[src/iee_pkg.sv]
// Package for the infix expression evaluator.
// Token, operator and status codes, sequencer state types and the
// precedence function. No dependencies.
`default_nettype none
package iee_pkg;

  localparam int VALUE_DEPTH_DEF    = 32;
  localparam int OPERATOR_DEPTH_DEF = 32;

  // token kinds
  localparam logic [2:0] KIND_NUM   = 3'd0;
  localparam logic [2:0] KIND_OPER  = 3'd1;
  localparam logic [2:0] KIND_OPEN  = 3'd2;
  localparam logic [2:0] KIND_CLOSE = 3'd3;
  localparam logic [2:0] KIND_END   = 3'd4;

  // operator codes, plus the bracket marker kept on the operator stack
  localparam logic [2:0] OP_ADD  = 3'd0;
  localparam logic [2:0] OP_SUB  = 3'd1;
  localparam logic [2:0] OP_MUL  = 3'd2;
  localparam logic [2:0] OP_DIV  = 3'd3;
  localparam logic [2:0] OP_REM  = 3'd4;
  localparam logic [2:0] OP_POW  = 3'd5;
  localparam logic [2:0] OP_MARK = 3'd6;

  // result status
  localparam logic [1:0] ST_OK        = 2'd0;
  localparam logic [1:0] ST_DIVZERO   = 2'd1;
  localparam logic [1:0] ST_OVERFLOW  = 2'd2;
  localparam logic [1:0] ST_MALFORMED = 2'd3;

  // precedence levels
  localparam logic [3:0] RANK_ADD  = 4'd5;
  localparam logic [3:0] RANK_MUL  = 4'd10;
  localparam logic [3:0] RANK_REM  = 4'd12;
  localparam logic [3:0] RANK_POW  = 4'd15;
  localparam logic [3:0] RANK_NONE = 4'd0;
  localparam logic [3:0] RANK_ALL  = 4'd1;

  typedef enum logic [2:0] {
    S_IDLE, S_DISPATCH, S_REDUCE, S_ALU, S_REFILL, S_FINISH
  } seq_state_t;

  typedef enum logic [1:0] {
    M_OPER, M_CLOSE, M_END
  } red_mode_t;

  typedef enum logic [2:0] {
    AL_IDLE, AL_MUL, AL_DIV, AL_POW_A, AL_POW_B, AL_DONE
  } alu_state_t;

  typedef struct packed {
    logic        start;
    logic [2:0]  op;
    logic [31:0] a;
    logic [31:0] b;
  } alu_req_t;

  typedef struct packed {
    logic        done;
    logic        divzero;
    logic [31:0] result;
  } alu_rsp_t;

  function automatic logic [3:0] rank(input logic [2:0] op);
    logic [3:0] r;
    case (op)
      OP_ADD, OP_SUB: r = RANK_ADD;
      OP_MUL, OP_DIV: r = RANK_MUL;
      OP_REM:         r = RANK_REM;
      OP_POW:         r = RANK_POW;
      default:        r = RANK_NONE;
    endcase
    return r;
  endfunction

endpackage
`default_nettype wire

[src/iee_ifs.sv]
// Valid/ready channel interfaces for token input and result output.
// Standalone; no package use.
`default_nettype none
interface iee_tok_if;
  logic        valid;
  logic        ready;
  logic [2:0]  kind;
  logic [30:0] number_value;
  logic [2:0]  operator_code;
  modport source (output valid, kind, number_value, operator_code, input ready);
  modport sink   (input valid, kind, number_value, operator_code, output ready);
endinterface

interface iee_res_if;
  logic               valid;
  logic               ready;
  logic signed [31:0] result_value;
  logic [1:0]         status;
  modport source (output valid, result_value, status, input ready);
  modport sink   (input valid, result_value, status, output ready);
endinterface
`default_nettype wire

[src/iee_alu.sv]
// Shared arithmetic unit: one 32x32 multiplier, a restoring divider
// (one quotient bit per cycle) and square-and-multiply power.
// Depends on iee_pkg.
`default_nettype none
module iee_alu (
  input  wire logic         clk,
  input  wire logic         rst,
  input  wire iee_pkg::alu_req_t req,
  output iee_pkg::alu_rsp_t rsp
);

  iee_pkg::alu_state_t state, state_next;
  logic [2:0]  op;
  logic [31:0] opa, opb;
  logic [31:0] result;
  logic        divzero;
  logic [32:0] rem;
  logic [31:0] quo, dmag;
  logic        qneg, rneg;
  logic [4:0]  cnt;
  logic [31:0] acc, base, ex;
  logic [31:0] mul_x, mul_y;
  logic [63:0] mul_full;
  logic [32:0] trial, rem_n;
  logic [31:0] quo_n;
  logic [31:0] amag_in, bmag_in;

  // multiplier operand select
  always_comb begin
    mul_x = opa;
    mul_y = opb;
    if (state == iee_pkg::AL_POW_A) begin
      mul_x = acc;
      mul_y = base;
    end else if (state == iee_pkg::AL_POW_B) begin
      mul_x = base;
      mul_y = base;
    end
  end
  assign mul_full = mul_x * mul_y;

  // one restoring divide step
  always_comb begin
    trial = {rem[31:0], quo[31]} - {1'b0, dmag};
    if (!trial[32]) begin
      rem_n = trial;
      quo_n = {quo[30:0], 1'b1};
    end else begin
      rem_n = {rem[31:0], quo[31]};
      quo_n = {quo[30:0], 1'b0};
    end
  end

  assign amag_in = req.a[31] ? (32'd0 - req.a) : req.a;
  assign bmag_in = req.b[31] ? (32'd0 - req.b) : req.b;

  // next state
  always_comb begin
    state_next = state;
    case (state)
      iee_pkg::AL_IDLE: begin
        if (req.start) begin
          case (req.op)
            iee_pkg::OP_MUL: state_next = iee_pkg::AL_MUL;
            iee_pkg::OP_DIV, iee_pkg::OP_REM:
              state_next = (req.b == 32'd0) ? iee_pkg::AL_DONE : iee_pkg::AL_DIV;
            iee_pkg::OP_POW:
              state_next = req.b[31] ? iee_pkg::AL_DONE : iee_pkg::AL_POW_A;
            default: state_next = iee_pkg::AL_DONE;
          endcase
        end
      end
      iee_pkg::AL_MUL:   state_next = iee_pkg::AL_DONE;
      iee_pkg::AL_DIV:   if (cnt == 5'd31) state_next = iee_pkg::AL_DONE;
      iee_pkg::AL_POW_A: state_next = (ex == 32'd0) ? iee_pkg::AL_DONE : iee_pkg::AL_POW_B;
      iee_pkg::AL_POW_B: state_next = iee_pkg::AL_POW_A;
      iee_pkg::AL_DONE:  state_next = iee_pkg::AL_IDLE;
      default:           state_next = iee_pkg::AL_IDLE;
    endcase
  end

  // outputs
  always_comb begin
    rsp.done    = (state == iee_pkg::AL_DONE);
    rsp.divzero = divzero;
    rsp.result  = result;
  end

  always_ff @(posedge clk) begin
    if (rst) begin
      state   <= iee_pkg::AL_IDLE;
      divzero <= 1'b0;
    end else begin
      state <= state_next;
      case (state)
        iee_pkg::AL_IDLE: begin
          if (req.start) begin
            op      <= req.op;
            opa     <= req.a;
            opb     <= req.b;
            divzero <= 1'b0;
            case (req.op)
              iee_pkg::OP_ADD: result <= req.a + req.b;
              iee_pkg::OP_SUB: result <= req.a - req.b;
              iee_pkg::OP_DIV, iee_pkg::OP_REM: begin
                divzero <= (req.b == 32'd0);
                rem     <= 33'd0;
                quo     <= amag_in;
                dmag    <= bmag_in;
                qneg    <= req.a[31] ^ req.b[31];
                rneg    <= req.a[31];
                cnt     <= 5'd0;
              end
              iee_pkg::OP_POW: begin
                // negative exponent: only bases 1 and -1 survive
                if (req.a == 32'd1)
                  result <= 32'd1;
                else if (req.a == 32'hFFFF_FFFF)
                  result <= req.b[0] ? 32'hFFFF_FFFF : 32'd1;
                else
                  result <= 32'd0;
                acc  <= 32'd1;
                base <= req.a;
                ex   <= req.b;
              end
              default: result <= 32'd0;
            endcase
          end
        end
        iee_pkg::AL_MUL: result <= mul_full[31:0];
        iee_pkg::AL_DIV: begin
          rem <= rem_n;
          quo <= quo_n;
          cnt <= cnt + 5'd1;
          if (cnt == 5'd31) begin
            if (op == iee_pkg::OP_DIV)
              result <= qneg ? (32'd0 - quo_n) : quo_n;
            else
              result <= rneg ? (32'd0 - rem_n[31:0]) : rem_n[31:0];
          end
        end
        iee_pkg::AL_POW_A: begin
          if (ex == 32'd0)
            result <= acc;
          else if (ex[0])
            acc <= mul_full[31:0];
        end
        iee_pkg::AL_POW_B: begin
          base <= mul_full[31:0];
          ex   <= {1'b0, ex[31:1]};
        end
        default: ;
      endcase
    end
  end

endmodule
`default_nettype wire

[src/infix_expression_evaluator_core.sv]
// Infix expression evaluator, top level: token sequencer, value and
// operator stacks. Depends on iee_pkg, iee_ifs and iee_alu.
//
// Takes one token word at a time and evaluates the expression with a value
// stack and an operator stack, giving one result word on end of expression.
// The top two values and the top operator sit in registers; deeper entries
// live in small memories with registered reads. Each operator applied by a
// reduction, add and subtract included, runs on the one shared arithmetic
// unit, which divides one quotient bit per cycle. End of expression waits
// while an earlier result word is not yet taken.
`default_nettype none
module infix_expression_evaluator_core #(
  parameter int VALUE_DEPTH    = iee_pkg::VALUE_DEPTH_DEF,
  parameter int OPERATOR_DEPTH = iee_pkg::OPERATOR_DEPTH_DEF
) (
  input wire logic clk,
  input wire logic rst,
  iee_tok_if.sink   tok,
  iee_res_if.source res
);

  localparam int VCW = $clog2(VALUE_DEPTH + 1);
  localparam int OCW = $clog2(OPERATOR_DEPTH + 1);
  localparam int VAW = $clog2(VALUE_DEPTH);
  localparam int OAW = $clog2(OPERATOR_DEPTH);

  iee_pkg::seq_state_t state, state_next;
  iee_pkg::red_mode_t  mode;
  iee_pkg::alu_req_t   alu_req;
  iee_pkg::alu_rsp_t   alu_rsp;

  logic [2:0]     tk_kind;
  logic [30:0]    tk_num;
  logic [2:0]     tk_op;
  logic [3:0]     level;
  logic [1:0]     err;
  logic [31:0]    top_val, sec_val;
  logic [VCW-1:0] vcount;
  logic [2:0]     op_top;
  logic [OCW-1:0] ocount;
  logic           refill_val;

  logic [31:0] vmem [VALUE_DEPTH];
  logic [2:0]  omem [OPERATOR_DEPTH];
  logic [31:0] vmem_q;
  logic [2:0]  omem_q;

  logic           red_more, v_full, o_full, err_ok;
  logic           v_we, o_push, o_we;
  logic [2:0]     push_code;
  logic [VCW-1:0] v_wa_w, v_ra_w;
  logic [OCW-1:0] o_wa_w, o_ra_w;
  logic           flag_en;
  logic [1:0]     flag_code;

  assign err_ok   = (err == iee_pkg::ST_OK);
  assign v_full   = (vcount >= VCW'(VALUE_DEPTH));
  assign o_full   = (ocount >= OCW'(OPERATOR_DEPTH));
  assign red_more = (ocount != '0) && (op_top != iee_pkg::OP_MARK) &&
                    (iee_pkg::rank(op_top) >= level);

  iee_alu u_alu (
    .clk (clk),
    .rst (rst),
    .req (alu_req),
    .rsp (alu_rsp)
  );

  always_comb begin
    alu_req.start = (state == iee_pkg::S_REDUCE) && red_more && (vcount >= VCW'(2));
    alu_req.op    = op_top;
    alu_req.a     = sec_val;
    alu_req.b     = top_val;
  end

  // next state
  always_comb begin
    state_next = state;
    case (state)
      iee_pkg::S_IDLE: if (tok.valid) state_next = iee_pkg::S_DISPATCH;
      iee_pkg::S_DISPATCH: begin
        if (tk_kind == iee_pkg::KIND_END)
          state_next = err_ok ? iee_pkg::S_REDUCE : iee_pkg::S_FINISH;
        else if (err_ok && (tk_kind == iee_pkg::KIND_CLOSE ||
                 (tk_kind == iee_pkg::KIND_OPER && tk_op <= iee_pkg::OP_POW)))
          state_next = iee_pkg::S_REDUCE;
        else
          state_next = iee_pkg::S_IDLE;
      end
      iee_pkg::S_REDUCE: begin
        if (red_more) begin
          if (vcount >= VCW'(2))
            state_next = iee_pkg::S_ALU;
          else
            state_next = (mode == iee_pkg::M_END) ? iee_pkg::S_FINISH : iee_pkg::S_IDLE;
        end else begin
          case (mode)
            iee_pkg::M_END:   state_next = iee_pkg::S_FINISH;
            iee_pkg::M_CLOSE: state_next = (ocount != '0) ? iee_pkg::S_REFILL : iee_pkg::S_IDLE;
            default:          state_next = iee_pkg::S_IDLE;
          endcase
        end
      end
      iee_pkg::S_ALU: begin
        if (alu_rsp.done) begin
          if (alu_rsp.divzero)
            state_next = (mode == iee_pkg::M_END) ? iee_pkg::S_FINISH : iee_pkg::S_IDLE;
          else
            state_next = iee_pkg::S_REFILL;
        end
      end
      iee_pkg::S_REFILL: state_next = refill_val ? iee_pkg::S_REDUCE : iee_pkg::S_IDLE;
      iee_pkg::S_FINISH: if (!res.valid || res.ready) state_next = iee_pkg::S_IDLE;
      default: state_next = iee_pkg::S_IDLE;
    endcase
  end

  // handshake and error outputs
  always_comb begin
    tok.ready = (state == iee_pkg::S_IDLE);
    flag_en   = 1'b0;
    flag_code = iee_pkg::ST_MALFORMED;
    case (state)
      iee_pkg::S_DISPATCH: begin
        case (tk_kind)
          iee_pkg::KIND_NUM: begin
            flag_en   = v_full;
            flag_code = iee_pkg::ST_OVERFLOW;
          end
          iee_pkg::KIND_OPER: flag_en = (tk_op > iee_pkg::OP_POW);
          iee_pkg::KIND_OPEN: begin
            flag_en   = o_full;
            flag_code = iee_pkg::ST_OVERFLOW;
          end
          iee_pkg::KIND_CLOSE, iee_pkg::KIND_END: flag_en = 1'b0;
          default: flag_en = 1'b1;
        endcase
      end
      iee_pkg::S_REDUCE: begin
        if (red_more)
          flag_en = (vcount < VCW'(2));
        else begin
          case (mode)
            iee_pkg::M_OPER: begin
              flag_en   = o_full;
              flag_code = iee_pkg::ST_OVERFLOW;
            end
            iee_pkg::M_CLOSE: flag_en = (ocount == '0);
            default:          flag_en = (ocount != '0) || (vcount != VCW'(1));
          endcase
        end
      end
      iee_pkg::S_ALU: begin
        flag_en   = alu_rsp.done && alu_rsp.divzero;
        flag_code = iee_pkg::ST_DIVZERO;
      end
      default: ;
    endcase
  end

  // stack write controls
  always_comb begin
    v_we = (state == iee_pkg::S_DISPATCH) && err_ok && (tk_kind == iee_pkg::KIND_NUM) &&
           !v_full;
    o_push = ((state == iee_pkg::S_DISPATCH) && err_ok && (tk_kind == iee_pkg::KIND_OPEN)) ||
             ((state == iee_pkg::S_REDUCE) && !red_more && (mode == iee_pkg::M_OPER));
    o_push    = o_push && !o_full;
    push_code = (state == iee_pkg::S_DISPATCH) ? iee_pkg::OP_MARK : tk_op;
    o_we      = o_push && (ocount != '0);
    v_wa_w    = vcount - VCW'(2);
    o_wa_w    = ocount - OCW'(1);
    v_ra_w    = vcount - VCW'(3);
    o_ra_w    = ocount - OCW'(2);
  end

  // stack memories below the cached top entries
  always_ff @(posedge clk) begin
    if (v_we && (vcount >= VCW'(2)))
      vmem[v_wa_w[VAW-1:0]] <= sec_val;
    vmem_q <= vmem[v_ra_w[VAW-1:0]];
  end

  always_ff @(posedge clk) begin
    if (o_we)
      omem[o_wa_w[OAW-1:0]] <= op_top;
    omem_q <= omem[o_ra_w[OAW-1:0]];
  end

  // sequencer datapath
  always_ff @(posedge clk) begin
    if (rst) begin
      state     <= iee_pkg::S_IDLE;
      vcount    <= '0;
      ocount    <= '0;
      err       <= iee_pkg::ST_OK;
      res.valid <= 1'b0;
    end else begin
      state <= state_next;
      if (res.valid && res.ready && state != iee_pkg::S_FINISH)
        res.valid <= 1'b0;
      if (flag_en && err_ok)
        err <= flag_code;
      if (v_we) begin
        sec_val <= top_val;
        top_val <= {1'b0, tk_num};
        vcount  <= vcount + VCW'(1);
      end
      if (o_push) begin
        op_top <= push_code;
        ocount <= ocount + OCW'(1);
      end
      case (state)
        iee_pkg::S_IDLE: begin
          tk_kind <= tok.kind;
          tk_num  <= tok.number_value;
          tk_op   <= tok.operator_code;
        end
        iee_pkg::S_DISPATCH: begin
          case (tk_kind)
            iee_pkg::KIND_OPER: begin
              mode  <= iee_pkg::M_OPER;
              level <= iee_pkg::rank(tk_op);
            end
            iee_pkg::KIND_CLOSE: begin
              mode  <= iee_pkg::M_CLOSE;
              level <= iee_pkg::RANK_ALL;
            end
            default: begin
              mode  <= iee_pkg::M_END;
              level <= iee_pkg::RANK_ALL;
            end
          endcase
        end
        iee_pkg::S_REDUCE: begin
          // close bracket: drop the marker
          if (!red_more && mode == iee_pkg::M_CLOSE && ocount != '0) begin
            ocount     <= ocount - OCW'(1);
            refill_val <= 1'b0;
          end
        end
        iee_pkg::S_ALU: begin
          if (alu_rsp.done && !alu_rsp.divzero) begin
            top_val    <= alu_rsp.result;
            vcount     <= vcount - VCW'(1);
            ocount     <= ocount - OCW'(1);
            refill_val <= 1'b1;
          end
        end
        iee_pkg::S_REFILL: begin
          if (refill_val && vcount >= VCW'(2))
            sec_val <= vmem_q;
          if (ocount != '0)
            op_top <= omem_q;
        end
        iee_pkg::S_FINISH: begin
          if (!res.valid || res.ready) begin
            res.valid        <= 1'b1;
            res.result_value <= err_ok ? top_val : 32'sd0;
            res.status       <= err;
            vcount           <= '0;
            ocount           <= '0;
            err              <= iee_pkg::ST_OK;
          end
        end
        default: ;
      endcase
    end
  end

  a_vcount_range: assert property (@(posedge clk) disable iff (rst)
    vcount <= VCW'(VALUE_DEPTH))
    else $error("value count above depth");

  a_ocount_range: assert property (@(posedge clk) disable iff (rst)
    ocount <= OCW'(OPERATOR_DEPTH))
    else $error("operator count above depth");

  a_err_zero: assert property (@(posedge clk) disable iff (rst)
    res.valid && (res.status != iee_pkg::ST_OK) |-> (res.result_value == 32'sd0))
    else $error("error word carries nonzero value");

  a_alu_only_in_reduce: assert property (@(posedge clk) disable iff (rst)
    alu_rsp.done |-> (state == iee_pkg::S_ALU))
    else $error("arithmetic unit finished outside wait state");

endmodule
`default_nettype wire

[src/flat_wrapper.sv]
// flat-port wrapper written by rule: the top's interface ports become plain ports
module infix_expression_evaluator_core_flat 
#(
  parameter int VALUE_DEPTH    = iee_pkg::VALUE_DEPTH_DEF,
  parameter int OPERATOR_DEPTH = iee_pkg::OPERATOR_DEPTH_DEF
)
  (clk, rst, tok_valid, tok_kind, tok_number_value, tok_operator_code, tok_ready, res_valid, res_result_value, res_status, res_ready);
  iee_tok_if tok_i ();
  iee_res_if res_i ();
  input wire logic clk;
  input wire logic rst;
  input wire logic [$bits(tok_i.valid)-1:0] tok_valid;
  input wire logic [$bits(tok_i.kind)-1:0] tok_kind;
  input wire logic [$bits(tok_i.number_value)-1:0] tok_number_value;
  input wire logic [$bits(tok_i.operator_code)-1:0] tok_operator_code;
  output wire logic [$bits(tok_i.ready)-1:0] tok_ready;
  output wire logic [$bits(res_i.valid)-1:0] res_valid;
  output wire logic [$bits(res_i.result_value)-1:0] res_result_value;
  output wire logic [$bits(res_i.status)-1:0] res_status;
  input wire logic [$bits(res_i.ready)-1:0] res_ready;
  assign tok_i.valid = tok_valid;
  assign tok_i.kind = tok_kind;
  assign tok_i.number_value = tok_number_value;
  assign tok_i.operator_code = tok_operator_code;
  assign tok_ready = tok_i.ready;
  assign res_valid = res_i.valid;
  assign res_result_value = res_i.result_value;
  assign res_status = res_i.status;
  assign res_i.ready = res_ready;
  infix_expression_evaluator_core #(.VALUE_DEPTH(VALUE_DEPTH), .OPERATOR_DEPTH(OPERATOR_DEPTH)) u_core (.clk(clk), .rst(rst), .tok(tok_i), .res(res_i));
endmodule
[config.mk]
export PLATFORM = sky130hd
export DESIGN_NAME = infix_expression_evaluator_core_flat
export DESIGN_NICKNAME = d
export VERILOG_FILES = /design/src/iee_pkg.sv /design/src/iee_ifs.sv /design/src/iee_alu.sv /design/src/infix_expression_evaluator_core.sv /design/src/flat_wrapper.sv
export SDC_FILE = /design/constraint.sdc
export NUM_CORES = 2
export LEC_CHECK = 0
export BUFFER_PORTS_ARGS = -buffer_cell sky130_fd_sc_hd__buf_2
export CAP_MARGIN = 0
export CORE_MARGIN = 2
export CORE_UTILIZATION = 45
export DETAILED_ROUTE_END_ITERATION = 16
export GPL_ROUTABILITY_DRIVEN = 1
export GPL_TIMING_DRIVEN = 0
export PLACE_DENSITY = 0.69
export SLEW_MARGIN = 40
export SYNTH_ARGS = -nofsm -noshare
export SYNTH_HDL_FRONTEND = slang
export SYNTH_HIERARCHICAL = 1
export SYNTH_SLANG_ARGS = --single-unit
[constraint.sdc]
create_clock -name clk -period 8.88 [get_ports clk]
set_input_delay 0.444 -clock clk [delete_from_list [all_inputs] [get_ports clk]]
set_output_delay 0.444 -clock clk [all_outputs]
set_load 0.05 [all_outputs]
# ---- Yosys cells after proc, flatten, opt, wreduce, memory -nomap -nowiden
# Memories as Yosys holds them, arrays and structs flattened. A register that Yosys moved wholly into a read port is not among the register bits.
# Index checks and enable logic that the tools add are counted.
dict set report word_totals {
  ff_bits 465
  ram_bits 1120
  elab_cells 277
  mem_count 2
}
dict set report classes {
  n_addsub 15
  n_mul 1
  order_cmp 7
  eq_ne 46
  n_mux 104
  bitwise_logic 2
  n_reduce_logical 68
}
# memory depth width rd rd_ports_with_merged_regs write_ports line_no
set memory_table {}
lappend memory_table {u_core.vmem 32 32 1 1 1 infix_expression_evaluator_core.sv:43} ;# logic [31:0] vmem [VALUE_DEPTH];
lappend memory_table {u_core.omem 32 3 1 1 1 infix_expression_evaluator_core.sv:44} ;# logic [2:0] omem [OPERATOR_DEPTH];
# cell n
set ops {}
lappend ops {{$mux W32} 33}
lappend ops {{$pmux W32 S2} 5}
lappend ops {{$pmux W32 S4} 2}
lappend ops {{$sub A1 B32 Y32 const A} 4}
lappend ops {{$logic_not A32 Y1} 2}
lappend ops {{$mux W3} 18}
lappend ops {{$mux W6} 7}
lappend ops {{$eq A3 B2 Y1 const B} 11}
lappend ops {{$sub A33 B32 Y33} 1}
lappend ops {{$add A32 B32 Y32} 1}
lappend ops {{$eq A32 B1 Y1 const B} 1}
lappend ops {{$eq A32 B32 Y1 const B} 1}
lappend ops {{$mul A32 B32 Y32} 1}
lappend ops {{$pmux W4 S4} 2}
lappend ops {{$sub A32 B32 Y32} 1}
lappend ops {{$mux W31} 1}
lappend ops {{$eq A3 B3 Y1 const B} 9}
lappend ops {{$logic_and A1 B1 Y1} 23}
lappend ops {{$pmux W3 S6} 1}
lappend ops {{$pmux W6 S3} 1}
lappend ops {{$reduce_and A4 Y1} 4}
lappend ops {{$eq A3 B1 Y1 const B} 5}
lappend ops {{$logic_not A3 Y1} 5}
lappend ops {{$mux W1} 15}
lappend ops {{other kinds (42)} 89}

# ---- Longest topological paths before layout
dict set report logic_depth {
  ltp_word 13
  ltp_mapped 38
  mapped_depth_nobuf 33
}

# ---- Modules after synthesis
# The synthesis kept the hierarchy.
# module n_inst cells_each area_each_um2
set by_module_without_submodules {}
lappend by_module_without_submodules {infix_expression_evaluator_core 1 2495 51549.4}
lappend by_module_without_submodules {iee_alu 1 4072 36383.6}

# ---- Worst setup path before layout
# Ideal clock, no wire load.
dict set report synth_path {
  kind {register to register}
  startpoint {reg u_core.u_alu.state[2]}
  endpoint {reg u_core.u_alu.result[31], data pin}
  arrival_time_ps 8858
  required_time_ps 8728
  path_slack_ps -130
  path_stages_with_launch 35
  n_path_buf 6
  period_less_slack_ps 9010
  cell_sequence {dfxtp_1 > buf_2 > and3b_1 > clkbuf_1 > nor2_1 > clkbuf_1 > clkbuf_1 > clkbuf_1 > mux2i_1 > clkbuf_1 > nor2_1 > fa_1 > fa_1 > inv_1 > fa_1 > fa_1 > inv_1 > fa_1 > inv_1 > fa_1 > fa_1 > fa_1 > inv_1 > ha_1 > a21o_1 > a21o_1 > a21oi_1 > nand2_1 > a21oi_1 > nand2_1 > a21o_1 > o41a_1 > xnor2_1 > or2_2 > a31oi_1}
}
dict set report synth_via {
  elab_chain_len 5
  elab_cells_between_ends 11
}
# element line_no
set synth_rtl {}
lappend synth_rtl {{start, declared} iee_alu.sv:12} ;# iee_pkg::alu_state_t state, state_next;
lappend synth_rtl {{start signal, assigned} iee_alu.sv:91} ;# state <= iee_pkg::AL_IDLE;
lappend synth_rtl {{start signal, assigned} iee_alu.sv:94} ;# state <= state_next;
lappend synth_rtl {{$eq A3 B3 Y1} iee_alu.sv:35} ;# end else if (state == iee_pkg::AL_POW_B) begin
lappend synth_rtl {{$mux W32} iee_alu.sv:35}
lappend synth_rtl {{$mux W32} iee_alu.sv:32} ;# if (state == iee_pkg::AL_POW_A) begin
lappend synth_rtl {{$mul A32 B32 Y32} iee_alu.sv:40} ;# assign mul_full = mul_x * mul_y;
lappend synth_rtl {{$pmux W32 S4 (*)} iee_alu.sv:95} ;# case (state)
lappend synth_rtl {{end signal, assigned} iee_alu.sv:103} ;# iee_pkg::OP_ADD: result <= req.a + req.b;
lappend synth_rtl {{end signal, assigned} iee_alu.sv:104} ;# iee_pkg::OP_SUB: result <= req.a - req.b;
lappend synth_rtl {{end signal, assigned} iee_alu.sv:119} ;# result <= req.b[0] ? 32'hFFFF_FFFF : 32'd1;
lappend synth_rtl {{end, declared} iee_alu.sv:15} ;# logic [31:0] result;
# Mark *: on every way between the ends. The rest lies on a longest branch, timed or not.
# A chain may end at the register's enable or synchronous reset.

# ---- Worst setup path in the final report
dict set report layout_path {
  startpoint {reg u_core.u_alu.state[2]}
  endpoint {reg u_core.u_alu.result[22], data pin}
}
# Same word-level chain as after synthesis.

==> out/summary.txt <==
Final setup fails: 4
Final Worst Setup Slack: -79.6 ps
RePlAce Congestion: 1.03
Routed WL per cell: 29.3 um
Final Max Slew Viols: 0
Worst slew margin: 0.332
Worst-case reg-to-reg path depth: 31
Worst hold stages: 1
Mapped Area: 87900 um2
Setup CP Type: register to register
Cell Area, Placed: 95200 um2
Detail Placement HPWL: 213 mm
Synth top area share: 0.534
Crit path top cell by count: fa_1
Core region area: 195000 um2
Gr usage total: 0.287
Sink Count: 1620
Multi-input logic area: 38500 um2
Worst setup EP type: register
Worst EP required: 9360 ps
Worst Max-Slew Pin Slew: 996 ps
Area Overhead vs Synth: 18.4%
Clock skew: 47.1 ps
I/O pins: 77
Pwr/cell area: 159 nW/um2
CTS tree: built
Residual DRC count: 0
Commonest cells in the synthesized netlist: edfxtp_1 (1563), nand2_1 (752), nor2_1 (655), inv_1 (508), fa_1 (410)
Initial Utilization: 0.452
Fmax: 112 MHz
# nets final: 7876
Reg clk slew, reported paths: 60 ps
Die area: 199000 um2
Post-Syn Nets: 7247
Final WL: 289 mm
Top-count cell post-synth: edfxtp_1
Area leader, netlist: edfxtp_1
Synth Flop Type: edfxtp_1
Worst-Skew Late Latency: 810 ps
Post-synth EDFFs: 1563
Leakage: 37.8 nW
HP Class: primary input to register
Vias in the first global route: 60.1k
Unrepaired setup endpoints after global routing: true
Non-Filler Instances: 9872
Htree depth: 4
Num CTS Buffers: 158
Power Total: 16.6 mW
Final worst path period share: 1.01
Placed cell count: 9402
Port bufs: 76
Global route total overflow: 0
Status: complete, but fails checks
Distinct cell type count after synthesis: 111
Worst R2R Setup Slack: -80 ps
CP max-delay cell: fa_1
CTS Buffer Depth: 3
Fill cells: 15.6k
Die Span X: 446 um
Seq cells post-synth: 1620
Worst-path maximum fanout: 8
First-pass GRT wire length: 413 mm
Peak supply drop: 248 uV
Warnings from Yosys: 6
Drt initial violations: 8500
Top cells by area, synth: edfxtp_1 (53%), fa_1 (9.3%), mux4_2 (8.9%)
Via count: 60.5k
Antenna violations before repair: 8
TritonRoute pass-1 iters: 8
Crit start category: register
Vias/cell: 6.13
Ys async rst share: 0
CP max stage delay: 600 ps
Endpoints failing hold: 0
Root buffer cell: clkbuf_16
Worst EP arrival: 9440 ps
Post-Syn Instances: 6567
Final instance area: 104000 um2
Ratio of cells with drive above 1 in the final layout: 0.210
Final ANT Viol Nets: 0
Maxcap violations: 0
Crit path time final: 8960 ps
Reg area: 48100 um2
DP Worst Slack: -2790 ps
Row count: 162
Sequential fraction of the synthesis area: 0.547
Syn_area_per_cell: 13.4 um2
Violated checks: negative setup slack
Die height: 446 um
Largest net degree at the start of global routing: 39
-- where the power goes --
| part | leakage [nW] | switching, mW | internal, mW |
|---|---|---|---|
| Combinational | 20.7 | 0.760 | 0.479 |
| Sequential | 14.7 | 0.122 | 8.49 |
| Clock | 2.48 | 2.93 | 3.80 |
-- cell families (layout without fill, tap and decap cells) --
family	Yosys count	in the layout	synth area share
simple gates	1890	1890	0.0943
flops	1620	1620	0.547
compound gates	845	845	0.0633
buf+inv	827	1582	0.0379
fa+ha+maj	639	639	0.126
mux	454	454	0.102
xor+xnor	292	292	0.0296
other cells	0	8	0
-- sequential cells by signal, indices dropped and copies added (netlist names), 4 cells and up --
signal	count
u_core/res.result_value	32
u_core/level	4
u_core/u_alu/base	32
u_core/tk_num	31
u_core/u_alu/opb	32
u_core/u_alu/acc	32
u_core/u_alu/quo	32
u_core/ocount	6
u_core/sec_val	32
u_core/u_alu/dmag	32
u_core/vmem_q	32
u_core/u_alu/ex	32
u_core/u_alu/rem	32
u_core/u_alu/result	32
u_core/vcount	6
u_core/vmem	1024
u_core/top_val	32
u_core/u_alu/opa	32
u_core/u_alu/cnt	5
u_core/omem	96
-- path summary, 6_finish.rpt --
check,startpoint,to
min,tok_number_value[2],u_core/tk_num[2]$_DFFE_PP_
min reg2reg,u_core/omem_q[2]$_DFF_P_,u_core/op_top[2]$_DFFE_PN_
max reg2reg,u_core/u_alu/state[2]$_SDFFE_PP0P_,u_core/u_alu/result[22]$_DFFE_PP_
max,u_core/u_alu/state[2]$_SDFFE_PP0P_,u_core/u_alu/result[22]$_DFFE_PP_
-- placed cells by master (no fill, tap or decap), drive strengths merged, types with 58 or more instances in the layout --
master,instances
mux2i,61
buf,549
nor2,655
clkinv,58
o21ai,209
nand2b,64
clkbuf,400
a21oi,174
nand2,753
fa,410
edfxtp,1563
ha,229
inv,516
and2,77
xnor2,156
nor3,69
xor2,133
mux4,350
a31oi,97
-- through the flow --
step / hold WS [ps] / utilization / TNS, ps
2_1_floorplan: 457 / - / 0
6_report: 81.2 / 0.535 / -117
3_5_place_dp: 507 / 0.489 / -105960
4_1_cts: 27.0 / 0.527 / -18.9
3_3_place_gp: 486 / 0.470 / -325180
5_1_grt: 40.7 / 0.535 / -711
-- layer usage --
metal | up-vias | routed length (um) | GRT usage
met1 | 30700 | 105000 | 0.374
li1 | 25100 | - | -
met5 | - | 0 | 0
met3 | 804 | 31100 | 0.0606
met2 | 3858 | 134000 | 0.454
met4 | 0 | 17900 | 0.152
-- critical path: cells and delay by family, from the launching register on --
family / cells / cell delay (ps)
adder cells (fa/ha/maj): 9 / 4540
buffers and inverters: 11 / 1460
XOR/XNOR: 1 / 540
AO/OA/AOI/OAI: 8 / 1540
AND/OR/NAND/NOR: 2 / 200
flip-flops: 1 / 330
-- repair_timing --
action	4_1_cts	5_1_grt
hold endpoints to repair	37	0
pin swaps	37	128
gates cloned	3	2
setup endpoints to repair	68	23
buffers inserted	60	86
gates resized for setup	310	234
hold buffers	37	0
-- cell type report --
type	count	area share
Timing Repair Buffer	479	0.0502
Multi-Input combinational cell	4120	0.370
Antenna cell	8	0.000192
Tap cell	2542	0.0305
Inverter	511	0.0186
Clock buffer	202	0.0402
Clock inverter	84	0.00935
Sequential cell	1620	0.462
Buffer	306	0.0198
No activity file was read; power rests on OpenSTA's default activity.
